### config.mk
export PLATFORM = sky130hd
export DESIGN_NAME = bzs_fifo
export DESIGN_NICKNAME = d
export VERILOG_FILES = /design/src/sv/bzs_pkg.sv /design/src/sv/bzs_fifo.sv
export SDC_FILE = /design/constraint.sdc
export NUM_CORES = 1
export LEC_CHECK = 0
export BUFFER_PORTS_ARGS = -buffer_cell sky130_fd_sc_hd__buf_4
export CORE_MARGIN = 5
export CORE_UTILIZATION = 26
export DETAILED_ROUTE_END_ITERATION = 8
export GPL_ROUTABILITY_DRIVEN = 0
export GPL_TIMING_DRIVEN = 0
export SYNTH_ARGS = -nofsm -noshare
export SYNTH_HDL_FRONTEND = slang
export SYNTH_SLANG_ARGS = --single-unit
### constraint.sdc
create_clock -name clk_i -period 5.79 [get_ports clk_i]
set_input_delay 0.8685 -clock clk_i [delete_from_list [all_inputs] [get_ports clk_i]]
set_output_delay 0.8685 -clock clk_i [all_outputs]
set_load 0.05 [all_outputs]
### src/sv/bzs_pkg.sv
package bzs_pkg;

  // Field and datapath widths
  localparam int unsigned SCORE_BITS = 16;
  localparam int unsigned SUM_BITS   = 48;
  localparam int unsigned BYTE_W     = 8;
  localparam int unsigned KEY_W      = 2 * BYTE_W;
  localparam int unsigned KEY_DEPTH  = 1 << KEY_W;
  localparam int unsigned REG_W      = 24;

  // Valid bits live in rows so that a clear sweep is short
  localparam int unsigned ROW_SEL_W  = 6;
  localparam int unsigned ROW_BITS   = 1 << ROW_SEL_W;
  localparam int unsigned ROW_W      = KEY_W - ROW_SEL_W;
  localparam int unsigned NUM_ROWS   = 1 << ROW_W;

  // Z-score arithmetic: diff holds score*256 - mean, one sign bit on top
  localparam int unsigned FRAC_SHIFT = 16;
  localparam int unsigned DIFF_W     = SCORE_BITS + BYTE_W + 1;
  localparam int unsigned MUL_B_W    = REG_W + 1;
  localparam int unsigned PROD_W     = DIFF_W + MUL_B_W;
  localparam int unsigned Z_W        = PROD_W - FRAC_SHIFT;
  localparam int unsigned ADD_W      = Z_W + 1;
  localparam int unsigned WIDE_W     = SUM_BITS + 2;
  localparam int unsigned OVF_W      = WIDE_W - SUM_BITS + 1;

  // Command queue
  localparam int unsigned Q_DEPTH    = 4;
  localparam int unsigned Q_PTR_W    = $clog2(Q_DEPTH);
  localparam int unsigned Q_CNT_W    = Q_PTR_W + 1;

  // Configuration
  localparam int unsigned CFG_IDX_W  = 2;
  localparam logic [CFG_IDX_W-1:0] CFG_MEAN_Q8   = CFG_IDX_W'(0);
  localparam logic [CFG_IDX_W-1:0] CFG_INV_SD_Q16 = CFG_IDX_W'(1);
  localparam logic [REG_W-1:0] MEAN_RESET   = REG_W'(0);
  localparam logic [REG_W-1:0] INV_SD_RESET = REG_W'(65536);

  // Input action codes
  localparam logic [1:0] ACT_CLEAR  = 2'd0;
  localparam logic [1:0] ACT_INSERT = 2'd1;
  localparam logic [1:0] ACT_TEXT   = 2'd2;

  typedef enum logic [1:0] {
    OP_CLEAR,
    OP_INSERT,
    OP_TEXT
  } cmd_op_e;

  typedef struct packed {
    logic [1:0]  action;
    logic [7:0]  key_first;
    logic [7:0]  key_second;
    logic [15:0] entry_score;
    logic [7:0]  text_byte;
    logic        end_of_text;
  } in_item_t;

  typedef struct packed {
    logic signed [47:0] text_total;
    logic               found;
    logic               saturated;
  } out_item_t;

  // Classified command from the front end to the back end
  typedef struct packed {
    cmd_op_e               op;
    logic [KEY_W-1:0]      key;
    logic [SCORE_BITS-1:0] score;
    logic [1:0]            weight;
    logic                  last;
  } cmd_t;

endpackage

### src/sv/bzs_fifo.sv
module bzs_fifo (
  input  logic           clk_i,
  input  logic           rst_ni,
  input  logic           push_i,
  input  bzs_pkg::cmd_t  data_i,
  input  logic           pop_i,
  output bzs_pkg::cmd_t  data_o,
  output logic           full_o,
  output logic           empty_o
);

  bzs_pkg::cmd_t                 mem_q [bzs_pkg::Q_DEPTH];
  logic [bzs_pkg::Q_PTR_W-1:0]   wr_ptr_q, wr_ptr_d;
  logic [bzs_pkg::Q_PTR_W-1:0]   rd_ptr_q, rd_ptr_d;
  logic [bzs_pkg::Q_CNT_W-1:0]   count_q, count_d;

  assign full_o  = (count_q == bzs_pkg::Q_CNT_W'(bzs_pkg::Q_DEPTH));
  assign empty_o = (count_q == '0);
  assign data_o  = mem_q[rd_ptr_q];

  always_comb begin
    wr_ptr_d = wr_ptr_q;
    rd_ptr_d = rd_ptr_q;
    count_d  = count_q;
    if (push_i) begin
      wr_ptr_d = wr_ptr_q + 1'b1;
    end
    if (pop_i) begin
      rd_ptr_d = rd_ptr_q + 1'b1;
    end
    if (push_i && !pop_i) begin
      count_d = count_q + 1'b1;
    end else if (pop_i && !push_i) begin
      count_d = count_q - 1'b1;
    end
  end

  always_ff @(posedge clk_i or negedge rst_ni) begin
    if (!rst_ni) begin
      wr_ptr_q <= '0;
      rd_ptr_q <= '0;
      count_q  <= '0;
    end else begin
      wr_ptr_q <= wr_ptr_d;
      rd_ptr_q <= rd_ptr_d;
      count_q  <= count_d;
    end
  end

  always_ff @(posedge clk_i) begin
    if (push_i) begin
      mem_q[wr_ptr_q] <= data_i;
    end
  end

endmodule

==> flow_summary.toml <==
[cts]
cts_max_level = 4
cts-hold-fix-buffers = 0
cts_tree = "built"
clk_latency_ps = 410
cts_sinks = 155
clk_path_buf_depth = 2
cts_root_buf = "clkbuf_16"
cts_buffers = 17
path_clk_slew_ps = 60
cts-resized-gates = 0
post_cts_buffers = 0

[global_route]
first_global_vias = 2994
antenna_found_initial = 0
grt_overflow = 0
grt_pass1_wl_um = 17000
grt_max_degree = 25
gr-usage-all-layers_pct = 9.25

[critical_path]
critPathCaptureType = "output port"
worstPathMaxFanout = 10
required_ps = 4920
cp-start-kind = "flip-flop"
cpMaxStageDelayCell = "mux4_2"
cp_common_cell = "buf_6"
cp.arrival_ps = 2000
path_class = "reg -> out"
crit_path_cell_trace = "buf_6, buf_6, mux4_2, buf_4"
max_stage_delay_ps = 550

[floorplan]
die_x_um = 158
coreArea_mm2 = 0.0218
die_height_um = 158
ios = 80
num_rows = 54
dieArea_mm2 = 0.0251
start_util_pct = 26.3

[logic_synthesis]
synth.area.top_cells = "edfxtp_1, mux4_2, dfrtp_1, ha_1, xor2_1"
syn_area_mm2 = 0.00572
ys_seq_area_share_pct = 80.7
synth_fp_nets = 274
synth.avg_cell_area_um2 = 25.2
synth_top_area_share_pct = 77.6
synth_cells = 227
ys_warn_count = 0
yosys_register_bits = 155
synth_cell_type_count = 19
netlist.top_cell.by_area = "edfxtp_1"

[drt]
avgViaCountPerCell = 4.18
ant_nets = 0
wl_per_cell_um = 17.8
vias = 2597
drt_iter0_drc = 104
wl_um = 11100
drc_errors = 0
dr.pass1.iters = 4

[run]
max-cap-violations = 0

[cells_and_area]
area_growth_pct = 28.2
antenna_cells = 0
drive_gt1_share_pct = 47.4
fillers = 2062
nNetsFinal = 376

[sta]
max_freq_ghz = 0.348
setup_tns_ps = 0
min_period_over_period_pct = 49.6
slew_headroom_pct = 55.2
tightest_slew_ps = 672
finalCriticalPeriod_ps = 2870
whs_ps = 258
rsz0062_at_grt = "no"
final_max_slew_viol_count = 0
clock_skew_ps = 9.46
hold_violations = 0
setup_viol = 0

[place]
port_buffers = 79
dp_hpwl_um = 7320

[run_status]
status = "completed"

[pwr]
total_leakage_power_nw = 2.52
peakVddDrop_mv = 0.230
power.total_mw = 4.32
powerDensity_mw_per_mm2 = 589

[worst_hold_path]
hold_path.class = "in -> async"
-- metal layers --
metal	vias up	track usage (%)	wire length, um
met5	-	0	0
met4	0	3.90	162
met3	7	2.58	412
met2	47	16.0	5970
met1	1384	10.8	4510
li1	1159	-	-
-- power breakdown --
| part | total (mW) | switching, mW | internal, mW |
|---|---|---|---|
| logic | 1.70 | 1.10 | 0.598 |
| clock network | 1.10 | 0.456 | 0.644 |
| registers | 1.53 | 0.0590 | 1.47 |
-- path summary, 6_finish.rpt --
| kind | start | endpoint | slack [ps] | depth (start not counted) |
|---|---|---|---|---|
| setup reg to reg | wr_ptr_q[0] | mem_q[0][4] | 4070 | 4 |
| setup / recovery | rd_ptr_q[0] | data_o[18] | 2920 | 4 |
| max in group asynchronous | rst_ni | rd_ptr_q[1] | 5400 | 1 |
| min in group clk_i | count_q[2] | count_q[2] | 500 | 1 |
| hold reg to reg | count_q[2] | count_q[2] | 500 | 1 |
| hold / removal | rst_ni | count_q[0] | 260 | 1 |
-- cell usage in the layout, fill, tap and decap left out --
| master | synthesis | final |
|---|---|---|
| inv_1 | 4 | 4 |
| clkbuf_1 | 1 | 1 |
| clkinv_2 | 0 | 1 |
| o21ai_0 | 1 | 1 |
| ha_1 | 5 | 5 |
| nor3b_1 | 1 | 1 |
| bufinv_16 | 0 | 2 |
| clkbuf_16 | 0 | 17 |
| nor2_1 | 1 | 1 |
| mux2_2 | 1 | 1 |
| clkinvlp_4 | 0 | 3 |
| buf_6 | 2 | 2 |
| buf_4 | 2 | 81 |
| fa_1 | 1 | 1 |
| xnor2_1 | 2 | 2 |
| buf_2 | 3 | 3 |
| nor3_1 | 1 | 1 |
| inv_6 | 0 | 5 |
| buf_12 | 0 | 4 |
| clkinv_1 | 0 | 2 |
| nand2_1 | 2 | 2 |
| mux4_2 | 37 | 37 |
| edfxtp_1 | 148 | 148 |
| inv_8 | 0 | 2 |
| dfrtp_1 | 7 | 7 |
| and2_2 | 0 | 4 |
| xor2_1 | 4 | 4 |
-- kinds of logic after synthesis --
family | after synthesis | synth area share, %
buf+inv | 12 | 1.25
simple gates | 9 | 0.852
mux | 38 | 14.8
fa+ha+maj | 6 | 1.44
xor+xnor | 6 | 0.918
compound gates | 1 | 0.0873
flops | 155 | 80.7
-- registers in the layout (all words and copies together), names as in the netlist --
signal,cells
mem_q,148
count_q,3
rd_ptr_q,2
wr_ptr_q,2
-- metrics by stage --
step	area [um^2]	worst slack, ps	utilization [%]	instances
2_1_floorplan	5720	3320	-	227
6_report	7340	2920	33.7	622
5_1_grt	7340	2770	33.7	622
4_1_cts	7340	2830	33.7	622
3_3_place_gp	6670	2680	30.6	586
3_5_place_dp	6750	3290	31.0	590
-- layout make-up --
cell class / count / area, um^2 / area share, %
flip-flops and latches: 155 / 4620 / 62.9
multi-input cells: 60 / 1040 / 14.1
repair buffers: 83 / 673 / 9.17
clock buffers: 17 / 425 / 5.80
well taps: 280 / 350 / 4.77
clock inverters: 15 / 161 / 2.20
plain buffers: 8 / 56.3 / 0.767
inverters: 4 / 15.0 / 0.205
-- synth_stat cells --
cell type  number
and2_1          4
clkbuf_1        1
nor2_1          1
ha_1            5
buf_4           2
nand2_1         2
o21ai_0         1
fa_1            1
buf_2           3
nor3b_1         1
xor2_1          4
mux4_2         37
mux2_2          1
inv_1           4
xnor2_1         2
edfxtp_1      148
dfrtp_1         7
nor3_1          1
buf_6           2
-- critical path, delay by kind of cell (launching register included) --
family / cells / cell delay, ps
buffers and inverters: 3 / 630
flip-flops: 1 / 400
multiplexers: 1 / 550
Note: power is estimated with default switching activity, not from simulation.
