--- config.mk ---
export PLATFORM = sky130hd
export DESIGN_NAME = bzs_front
export DESIGN_NICKNAME = d
export VERILOG_FILES = /design/src/sv/bzs_pkg.sv /design/src/sv/bzs_front.sv
export SDC_FILE = /design/constraint.sdc
export NUM_CORES = 1
export LEC_CHECK = 0
export ABC_CLOCK_PERIOD_IN_PS = 2500
export CAP_MARGIN = 10
export CORE_MARGIN = 2
export CORE_UTILIZATION = 25
export DETAILED_ROUTE_END_ITERATION = 8
export DONT_BUFFER_PORTS = 1
export GPL_ROUTABILITY_DRIVEN = 0
export SLEW_MARGIN = 40
export SYNTH_ARGS = -nofsm -noshare
export SYNTH_HDL_FRONTEND = slang
export SYNTH_SLANG_ARGS = --single-unit
--- constraint.sdc ---
create_clock -name clk_i -period 2.5 [get_ports clk_i]
set_input_delay 0.125 -clock clk_i [delete_from_list [all_inputs] [get_ports clk_i]]
set_output_delay 0.125 -clock clk_i [all_outputs]
set_load 0.02 [all_outputs]
--- src/sv/bzs_pkg.sv ---
package bzs_pkg;

  // Field and datapath widths
  localparam int unsigned SCORE_BITS = 16;
  localparam int unsigned SUM_BITS   = 48;
  localparam int unsigned BYTE_W     = 8;
  localparam int unsigned KEY_W      = 2 * BYTE_W;
  localparam int unsigned KEY_DEPTH  = 1 << KEY_W;
  localparam int unsigned REG_W      = 24;

  // Valid bits live in rows so that a clear sweep is short
  localparam int unsigned ROW_SEL_W  = 6;
  localparam int unsigned ROW_BITS   = 1 << ROW_SEL_W;
  localparam int unsigned ROW_W      = KEY_W - ROW_SEL_W;
  localparam int unsigned NUM_ROWS   = 1 << ROW_W;

  // Z-score arithmetic: diff holds score*256 - mean, one sign bit on top
  localparam int unsigned FRAC_SHIFT = 16;
  localparam int unsigned DIFF_W     = SCORE_BITS + BYTE_W + 1;
  localparam int unsigned MUL_B_W    = REG_W + 1;
  localparam int unsigned PROD_W     = DIFF_W + MUL_B_W;
  localparam int unsigned Z_W        = PROD_W - FRAC_SHIFT;
  localparam int unsigned ADD_W      = Z_W + 1;
  localparam int unsigned WIDE_W     = SUM_BITS + 2;
  localparam int unsigned OVF_W      = WIDE_W - SUM_BITS + 1;

  // Command queue
  localparam int unsigned Q_DEPTH    = 4;
  localparam int unsigned Q_PTR_W    = $clog2(Q_DEPTH);
  localparam int unsigned Q_CNT_W    = Q_PTR_W + 1;

  // Configuration
  localparam int unsigned CFG_IDX_W  = 2;
  localparam logic [CFG_IDX_W-1:0] CFG_MEAN_Q8   = CFG_IDX_W'(0);
  localparam logic [CFG_IDX_W-1:0] CFG_INV_SD_Q16 = CFG_IDX_W'(1);
  localparam logic [REG_W-1:0] MEAN_RESET   = REG_W'(0);
  localparam logic [REG_W-1:0] INV_SD_RESET = REG_W'(65536);

  // Input action codes
  localparam logic [1:0] ACT_CLEAR  = 2'd0;
  localparam logic [1:0] ACT_INSERT = 2'd1;
  localparam logic [1:0] ACT_TEXT   = 2'd2;

  typedef enum logic [1:0] {
    OP_CLEAR,
    OP_INSERT,
    OP_TEXT
  } cmd_op_e;

  typedef struct packed {
    logic [1:0]  action;
    logic [7:0]  key_first;
    logic [7:0]  key_second;
    logic [15:0] entry_score;
    logic [7:0]  text_byte;
    logic        end_of_text;
  } in_item_t;

  typedef struct packed {
    logic signed [47:0] text_total;
    logic               found;
    logic               saturated;
  } out_item_t;

  // Classified command from the front end to the back end
  typedef struct packed {
    cmd_op_e               op;
    logic [KEY_W-1:0]      key;
    logic [SCORE_BITS-1:0] score;
    logic [1:0]            weight;
    logic                  last;
  } cmd_t;

endpackage

--- src/sv/bzs_front.sv ---
module bzs_front (
  input  logic              clk_i,
  input  logic              rst_ni,
  input  logic              in_valid_i,
  output logic              in_ready_o,
  input  bzs_pkg::in_item_t in_data_i,
  input  logic              q_full_i,
  input  logic              sweep_busy_i,
  output logic              push_o,
  output bzs_pkg::cmd_t     cmd_o
);

  logic [bzs_pkg::BYTE_W-1:0] prev_q, prev_d;
  logic                       have_prev_q, have_prev_d;
  logic                       stopped_q, stopped_d;
  logic                       accept;
  logic [bzs_pkg::BYTE_W-1:0] cur;
  logic                       last;
  logic [1:0]                 weight;

  assign in_ready_o = !q_full_i && !sweep_busy_i;
  assign accept     = in_valid_i && in_ready_o;
  assign cur        = in_data_i.text_byte;
  assign last       = in_data_i.end_of_text;
  // one point for a high previous byte, one for a high current byte not last
  assign weight     = 2'(prev_q[bzs_pkg::BYTE_W-1])
                    + 2'(cur[bzs_pkg::BYTE_W-1] && !last);

  always_comb begin
    prev_d      = prev_q;
    have_prev_d = have_prev_q;
    stopped_d   = stopped_q;
    push_o      = 1'b0;
    cmd_o       = '0;
    cmd_o.op    = bzs_pkg::OP_TEXT;
    if (accept) begin
      unique case (in_data_i.action)
        bzs_pkg::ACT_CLEAR: begin
          push_o   = 1'b1;
          cmd_o.op = bzs_pkg::OP_CLEAR;
        end
        bzs_pkg::ACT_INSERT: begin
          push_o      = 1'b1;
          cmd_o.op    = bzs_pkg::OP_INSERT;
          cmd_o.key   = {in_data_i.key_first, in_data_i.key_second};
          cmd_o.score = in_data_i.entry_score[bzs_pkg::SCORE_BITS-1:0];
        end
        bzs_pkg::ACT_TEXT: begin
          if (!stopped_q) begin
            if (cur == '0) begin
              stopped_d = 1'b1;
            end else begin
              if (have_prev_q) begin
                cmd_o.weight = weight;
                cmd_o.key    = {prev_q, cur};
              end
              prev_d      = cur;
              have_prev_d = 1'b1;
            end
          end
          cmd_o.last = last;
          // drop bytes that neither look up nor close the text
          push_o     = last || (cmd_o.weight != '0);
          if (last) begin
            prev_d      = '0;
            have_prev_d = 1'b0;
            stopped_d   = 1'b0;
          end
        end
        default: ;
      endcase
    end
  end

  always_ff @(posedge clk_i or negedge rst_ni) begin
    if (!rst_ni) begin
      prev_q      <= '0;
      have_prev_q <= 1'b0;
      stopped_q   <= 1'b0;
    end else begin
      prev_q      <= prev_d;
      have_prev_q <= have_prev_d;
      stopped_q   <= stopped_d;
    end
  end

endmodule

==> run metrics, run 1 <==
result of the run=completed; area growth from synthesis to final layout=9.834%; iteration count of the initial detailed-routing pass=5; final count of negative-setup-slack endpoints=0; worst-path maximum fanout=9; portion of total power attributed to sequential cells=0.507; worst vdd ir=0.1723 mV; Worst Hold Path Cells=1; cell types with the largest area share after synthesis=sky130_fd_sc_hd__dfrtp_1, sky130_fd_sc_hd__a22oi_1, sky130_fd_sc_hd__and2_1, sky130_fd_sc_hd__ha_1, sky130_fd_sc_hd__a22o_1; maximum number of pins on one net before global-route repair=20; register clock-pin slew on the reported worst setup and hold paths=0.06 ns; critical path buffer and inverter count=0; total via count after detailed routing=840; Final Critical Period=2.079 ns; Inserted Clock Buffers=3; worst hold slack=0.01357 ns; global route total overflow=0; kind of start point of the critical path=flop; Port Buffers=0; count of distinct cell types in the synthesized netlist=25; antenna violations before repair=0; Diodes inserted=0; Int Pwr=0.2971 mW; Clock Path Buffers=2; share of layout cells above drive strength 1=0.07407; first-pass GRT wire length=3953 microns; CTS tree=yes; Initial Utilization=0.2645; delay contributed by the slowest stage of the critical path=0.42 ns; final layout net count=roughly 160; Sum Neg Setup Slack=0 ns; RSZ-0062 raised after global routing=false; data arrival time of the worst path=just under 2 ns; non-filler cells, final=154; path depth of the worst reg2reg path=3; max frequency=481.1 MHz; cell count along the critical path=4; leading area contributor after synthesis=sky130_fd_sc_hd__dfrtp_1; Slew @ Worst Pin=0.6578 ns; count of yosys warnings during synthesis=0; Avg Synthesized Cell Area=between 8 and 9 sq um; crit path capture type=output port; net switching share of the total power=0.2937; number of synthesized register bits=10; total leakage power=0.4146 nW; Crit-path slowest cell=sky130_fd_sc_hd__and3b_1; Boundary Pins=87; detailed placement HPWL=between 2000 and 2500 microns; area share of the leading cell type in the synthesized netlist=0.2770; required time at the worst-slack endpoint=2.38 ns; vias in the first global route=785; combinational share of power=0.250; syn nets=161; ranking of synthesized cells by instance count=sky130_fd_sc_hd__and2_1, sky130_fd_sc_hd__nor2_1, sky130_fd_sc_hd__a22oi_1; Max Cap Violations=0; number of placed cells counting well taps=around 150; Clock H-tree levels=1; proportion of synthesized chip area in sequential cells=0.2770; Max Clock Skew=0.005019 ns; post-route fraction of the period consumed by the critical path=0.8315; total track usage=0.1226; Crit Path Category=flop to output port; total wire length=2750 microns; crit-path cells=and3b_1 > a21boi_2 > a22oi_1 > nor2_1; number of gates resized after CTS=0; part of the total power dissipated in the clock network=0.243; final number of hold-violating endpoints=0; areal power density over the cells=424.0 nW/um^2; fill cell instance count of the final layout=approximately 370; Async S/R FF share, synth=1.000; path class of the lowest-slack min-delay path=input pin to flop; wire length per cell=17.86 microns; most used flip-flop cell after synthesis=sky130_fd_sc_hd__dfrtp_1; total die area=4110 sq um; die width=64.11 microns; Switch Pwr=between 0.1 and 0.15 mW; placeable core area=3416 sq um; Post-synth EDFFs=0; clock insertion delay at the later pin of the skew report=roughly 0.25 ns; Row Count=21; clk sinks=10; CP delay by family, top=simple AND/OR/NAND/NOR gates; DRC violation count after routing=0; routed vias/inst=5.455; initial drt markers=41; number of cells produced by synthesis=107; Rel. slew slack=0.5568; Die Y-Extent=64.11 microns; netlist area before placement=903.4 sq um; final total power=approximately 0.42 mW; residual antenna-violating net count after detailed routing=0; clock root buffer=sky130_fd_sc_hd__clkbuf_4; final slew viol count=0
==> power groups by stage <==
stage | Sequential, mW | Clock [mW] | Combinational (mW)
6_report | 0.213 | 0.102 | 0.105
5_1_grt | 0.215 | 0.115 | 0.115
3_5_place_dp | 0.215 | 0 | 0.0962
3_3_place_gp | 0.215 | 0 | 0.0931
2_1_floorplan | 0.209 | 0 | 0.0843
4_1_cts | 0.212 | 0.107 | 0.103
==> metal layers <==
layer,share of wire,track usage
met5,0,0
met4,0.0062,0.01596
met3,0.10,0.07042
met2,0.53,0.1992
met1,0.37,0.1439
==> cells in the final DEF (no fill, tap or decap), types with 2 or more instances in the layout <==
master and n:
sky130_fd_sc_hd__inv_1 3, sky130_fd_sc_hd__clkbuf_4 3, sky130_fd_sc_hd__and2_1 18, sky130_fd_sc_hd__o21ai_0 2, sky130_fd_sc_hd__ha_1 6, sky130_fd_sc_hd__nand2_1 2
sky130_fd_sc_hd__nor2_1 18, sky130_fd_sc_hd__dfrtp_1 10, sky130_fd_sc_hd__nor4_2 2, sky130_fd_sc_hd__and3_1 5, sky130_fd_sc_hd__dlygate4sd3_1 4, sky130_fd_sc_hd__a22o_1 8
sky130_fd_sc_hd__a22oi_1 16
==> path summary, 6_finish.rpt <==
path,start,endpoint,slack [ns]
worst max-delay path,stopped_q,cmd_o[30],0.42
worst min-delay path,in_data_i[3],prev_q[2],0.01
worst max register to register,stopped_q,prev_q[7],1.23
worst min register to register,prev_q[4],prev_q[4],0.50
max in group asynchronous,rst_ni,have_prev_q,1.94
min in group asynchronous,rst_ni,prev_q[0],0.25
==> through the flow <==
step | setup WS [ns] | util | area, sq um
final | 0.4213 | 0.2905 | 992.2
after global routing | 0.3080 | 0.2905 | 992.2
after CTS | 0.4117 | 0.2846 | 972.2
after detailed placement | 0.6920 | 0.2722 | 929.6
after global placement | 0.7318 | 0.2722 | 929.6
after floorplan | 0.9664 | - | 903.4
==> layout make-up <==
class	count	area, sq um	share of cell area
repair buffers	4	40.04	0.04035
inverters	3	11.26	0.01135
flip-flops and latches	10	250.2	0.2522
multi-input cells	88	610.6	0.6154
clock buffers	3	22.52	0.02270
well taps	46	57.56	0.05801
==> repair_timing <==
item,CTS,global route
setup buffers,0,0
endpoints found under the hold margin,11,2
hold buffers,2,2
==> logic make-up after synthesis <==
kind of cell,count (synthesis),synth area share
buf+inv,9,0.04708
compound gates,33,0.2853
simple gates,49,0.3075
flops,10,0.2770
fa+ha+maj,6,0.08310
==> sequential cells by signal, indices dropped and copies added (netlist names) <==
| signal | cells |
|---|---|
| stopped_q | 1 |
| prev_q | 8 |
| have_prev_q | 1 |
Note: power is estimated with default switching activity, not from simulation.
==> run 2, diff against run 1 <==
ABC_AREA = 1   (was unset)
ABC_CLOCK_PERIOD_IN_PS = 1750   (was 2500)
clock period = 1.75 ns   (was 2.5 ns; I/O delays follow)
==> run metrics, run 2 <==
Max Clock Skew=0.002436 ns; share of layout cells above drive strength 1=0.2664; Row Count=23; number of synthesized register bits=10; residual antenna-violating net count after detailed routing=0; Max Cap Violations=0; detailed placement HPWL=2559 microns; total die area=slightly below 5000 sq um; RSZ-0062 raised after global routing=false; commonest cells after routing, fill and taps aside=sky130_fd_sc_hd__nand2_1, sky130_fd_sc_hd__buf_4, sky130_fd_sc_hd__nor2_1; Slew @ Worst Pin=0.5396 ns; crit path capture type=output port; worst-path maximum fanout=2; most used flip-flop cell after synthesis=sky130_fd_sc_hd__dfrtp_1; vias in the first global route=1125; antenna violations before repair=0; worst vdd ir=0.2859 mV; clock root buffer=sky130_fd_sc_hd__clkbuf_8; global route total overflow=0; ranking of synthesized cells by instance count=sky130_fd_sc_hd__nand2_1, sky130_fd_sc_hd__nor2_1, sky130_fd_sc_hd__inv_1; leading area contributor after synthesis=sky130_fd_sc_hd__dfrtp_1; path class of the lowest-slack min-delay path=input pin to flop; net switching share of the total power=0.3332; Port Buffers=0; Sum Neg Setup Slack=0 ns; Post-synth EDFFs=0; most frequent standard cell in the layout excluding fill and tap cells=sky130_fd_sc_hd__nand2_1; final number of hold-violating endpoints=1; Crit Path Category=flop to output port; number of flip-flops under the largest register name=8; largest registers=prev_q (8), have_prev_q (1), stopped_q (1); post-route fraction of the period consumed by the critical path=0.9423; wire length per cell=12.91 microns; register clock-pin slew on the reported worst setup and hold paths=0.05 ns; worst hold slack=-0.0002711 ns; CTS tree=yes; dpl cell area=approximately 1300 sq um; clock insertion delay at the later pin of the skew report=about 0.24 ns; result of the run=complete, but fails checks; Inserted Clock Buffers=3; Clock H-tree levels=1; GRT met3 Usage=0.03634; Most Crowded Layer GR=met2; first-pass GRT wire length=5340 microns; Final Instance Area=1498 sq um; Int Pwr=0.5676 mW; Die Y-Extent=69.30 microns; netlist area before placement=approximately 1100 sq um; Boundary Pins=87; part of the total power dissipated in the clock network=0.348; total track usage=0.1356; total wire length=3409 microns; max frequency=around 600 MHz; cell types with the largest area share after synthesis=sky130_fd_sc_hd__dfrtp_1, sky130_fd_sc_hd__nand2_1, sky130_fd_sc_hd__nor2_1, sky130_fd_sc_hd__nand3_1, sky130_fd_sc_hd__a21oi_1; routed vias/inst=4.527; total leakage power=0.7617 nW; met2 global-route usage=0.2329; Avg Synthesized Cell Area=6.057 sq um; number of cells produced by synthesis=roughly 180; Async S/R FF share, synth=1.000; iteration count of the initial detailed-routing pass=4; required time at the worst-slack endpoint=1.66 ns; Rel. slew slack=0.6394; data arrival time of the worst path=1.56 ns; combinational share of power=0.312; GR met1 Demand/Resource=0.1625; failing checks=negative hold slack; area share of the leading cell type in the synthesized netlist=0.2347; non-filler cells, final=between 200 and 300; Clock Path Buffers=2; most frequent cell after synthesis=sky130_fd_sc_hd__nand2_1; Diodes inserted=0; portion of total power attributed to sequential cells=0.339; kind of start point of the critical path=flop; final layout net count=269; proportion of synthesized chip area in sequential cells=0.2347; placeable core area=4058 sq um; Switch Pwr=0.2836 mW; DRC violation count after routing=0; total via count after detailed routing=1195; final count of negative-setup-slack endpoints=0; count of distinct cell types in the synthesized netlist=24; area growth from synthesis to final layout=40.49%; final slew viol count=0; Initial Utilization=0.2627; syn nets=230; number of placed cells counting well taps=253; Final Critical Period=approximately 1.6 ns; clk sinks=10; count of yosys warnings during synthesis=0; die width=69.30 microns; areal power density over the cells=568.4 nW/um^2; register with the most flip-flops=prev_q; initial drt markers=48; final total power=~0.85 mW; maximum number of pins on one net before global-route repair=35
## run 2: changes by cell type in the layout (fill, tap and decap cells not counted), sizes merged, moves of 2 or more
cell	before	now
nor2	18	28
and2	18	0
a22o	8	0
a21oi	2	16
dlygate4sd3	4	6
a22oi	16	0
inv	3	20
nand2	2	63
a32oi	0	4
and3	5	0
buf	0	36
o21ai	3	1
nand3	0	16
## run 2: cell type report
type                       instances  area, sq um
fill                             468         2560
multi-input combinational        137        711.9
timing repair buffer              42        334.1
sequential                        10        250.2
inverter                          21        83.83
tap                               50        62.56
clock buffer                       4        55.05
## run 2: power by group through the flow
stage / clock network, mW / registers, mW / logic [mW]
floorplan: 0 / 0.287 / 0.178
global placement: 0 / 0.290 / 0.224
detailed placement: 0 / 0.292 / 0.226
CTS: 0.302 / 0.288 / 0.244
global route: 0.307 / 0.293 / 0.297
finish: 0.296 / 0.289 / 0.266
## run 2: routing by layer
metal,wire length [microns],vias to the layer above
li1,-,632
met4,40,0
met3,171,2
met1,1454,524
met5,0,-
met2,1743,37
## run 2: path summary, 6_finish.rpt
path / startpoint / end / slack, ns / cells after the start
max: prev_q[7] / push_o / 0.10 / 8
min: in_data_i[2] / prev_q[1] / -0.0003 / 2
max reg2reg: stopped_q / prev_q[7] / 0.61 / 7
min reg2reg: prev_q[4] / prev_q[4] / 0.50 / 2
max in group asynchronous: rst_ni / prev_q[1] / 1.17 / 1
min in group asynchronous: rst_ni / stopped_q / 0.25 / 1
## run 2: timing repair
item,CTS,global route
hold buffers,6,0
endpoints found under the setup margin,0,1
gates resized for setup,0,6
endpoints found under the hold margin,15,0
buffers inserted,0,1
## run 2: logic make-up (layout without fill, tap and decap cells)
kind of cell    count (synthesis)  after routing  share of synthesized area
buf+inv                        29             67                     0.1185
simple gates                  110            110                     0.4601
fa+ha+maj                       6              6                    0.07042
flops                          10             10                     0.2347
compound gates                 21             21                     0.1162
## run 2: worst max-delay path, cell delays in order (launching register included)
cell and delay, ns:
sky130_fd_sc_hd__dfrtp_1 0.41, sky130_fd_sc_hd__ha_4 0.28, sky130_fd_sc_hd__inv_2 0.04, sky130_fd_sc_hd__a21oi_2 0.12, sky130_fd_sc_hd__nand3_1 0.08, sky130_fd_sc_hd__nand2_1 0.07
sky130_fd_sc_hd__nand2_2 0.05, sky130_fd_sc_hd__a21oi_2 0.15, sky130_fd_sc_hd__buf_6 0.13
## run 2: per-stage QoR
| stage | setup slack (ns) | utilization |
|---|---|---|
| 6_report | 0.1009 | 0.3691 |
| 3_3_place_gp | 0.3604 | 0.3324 |
| 5_1_grt | 0.01392 | 0.3691 |
| 4_1_cts | 0.07678 | 0.3608 |
| 2_1_floorplan | 0.3285 | - |
| 3_5_place_dp | 0.3522 | 0.3324 |
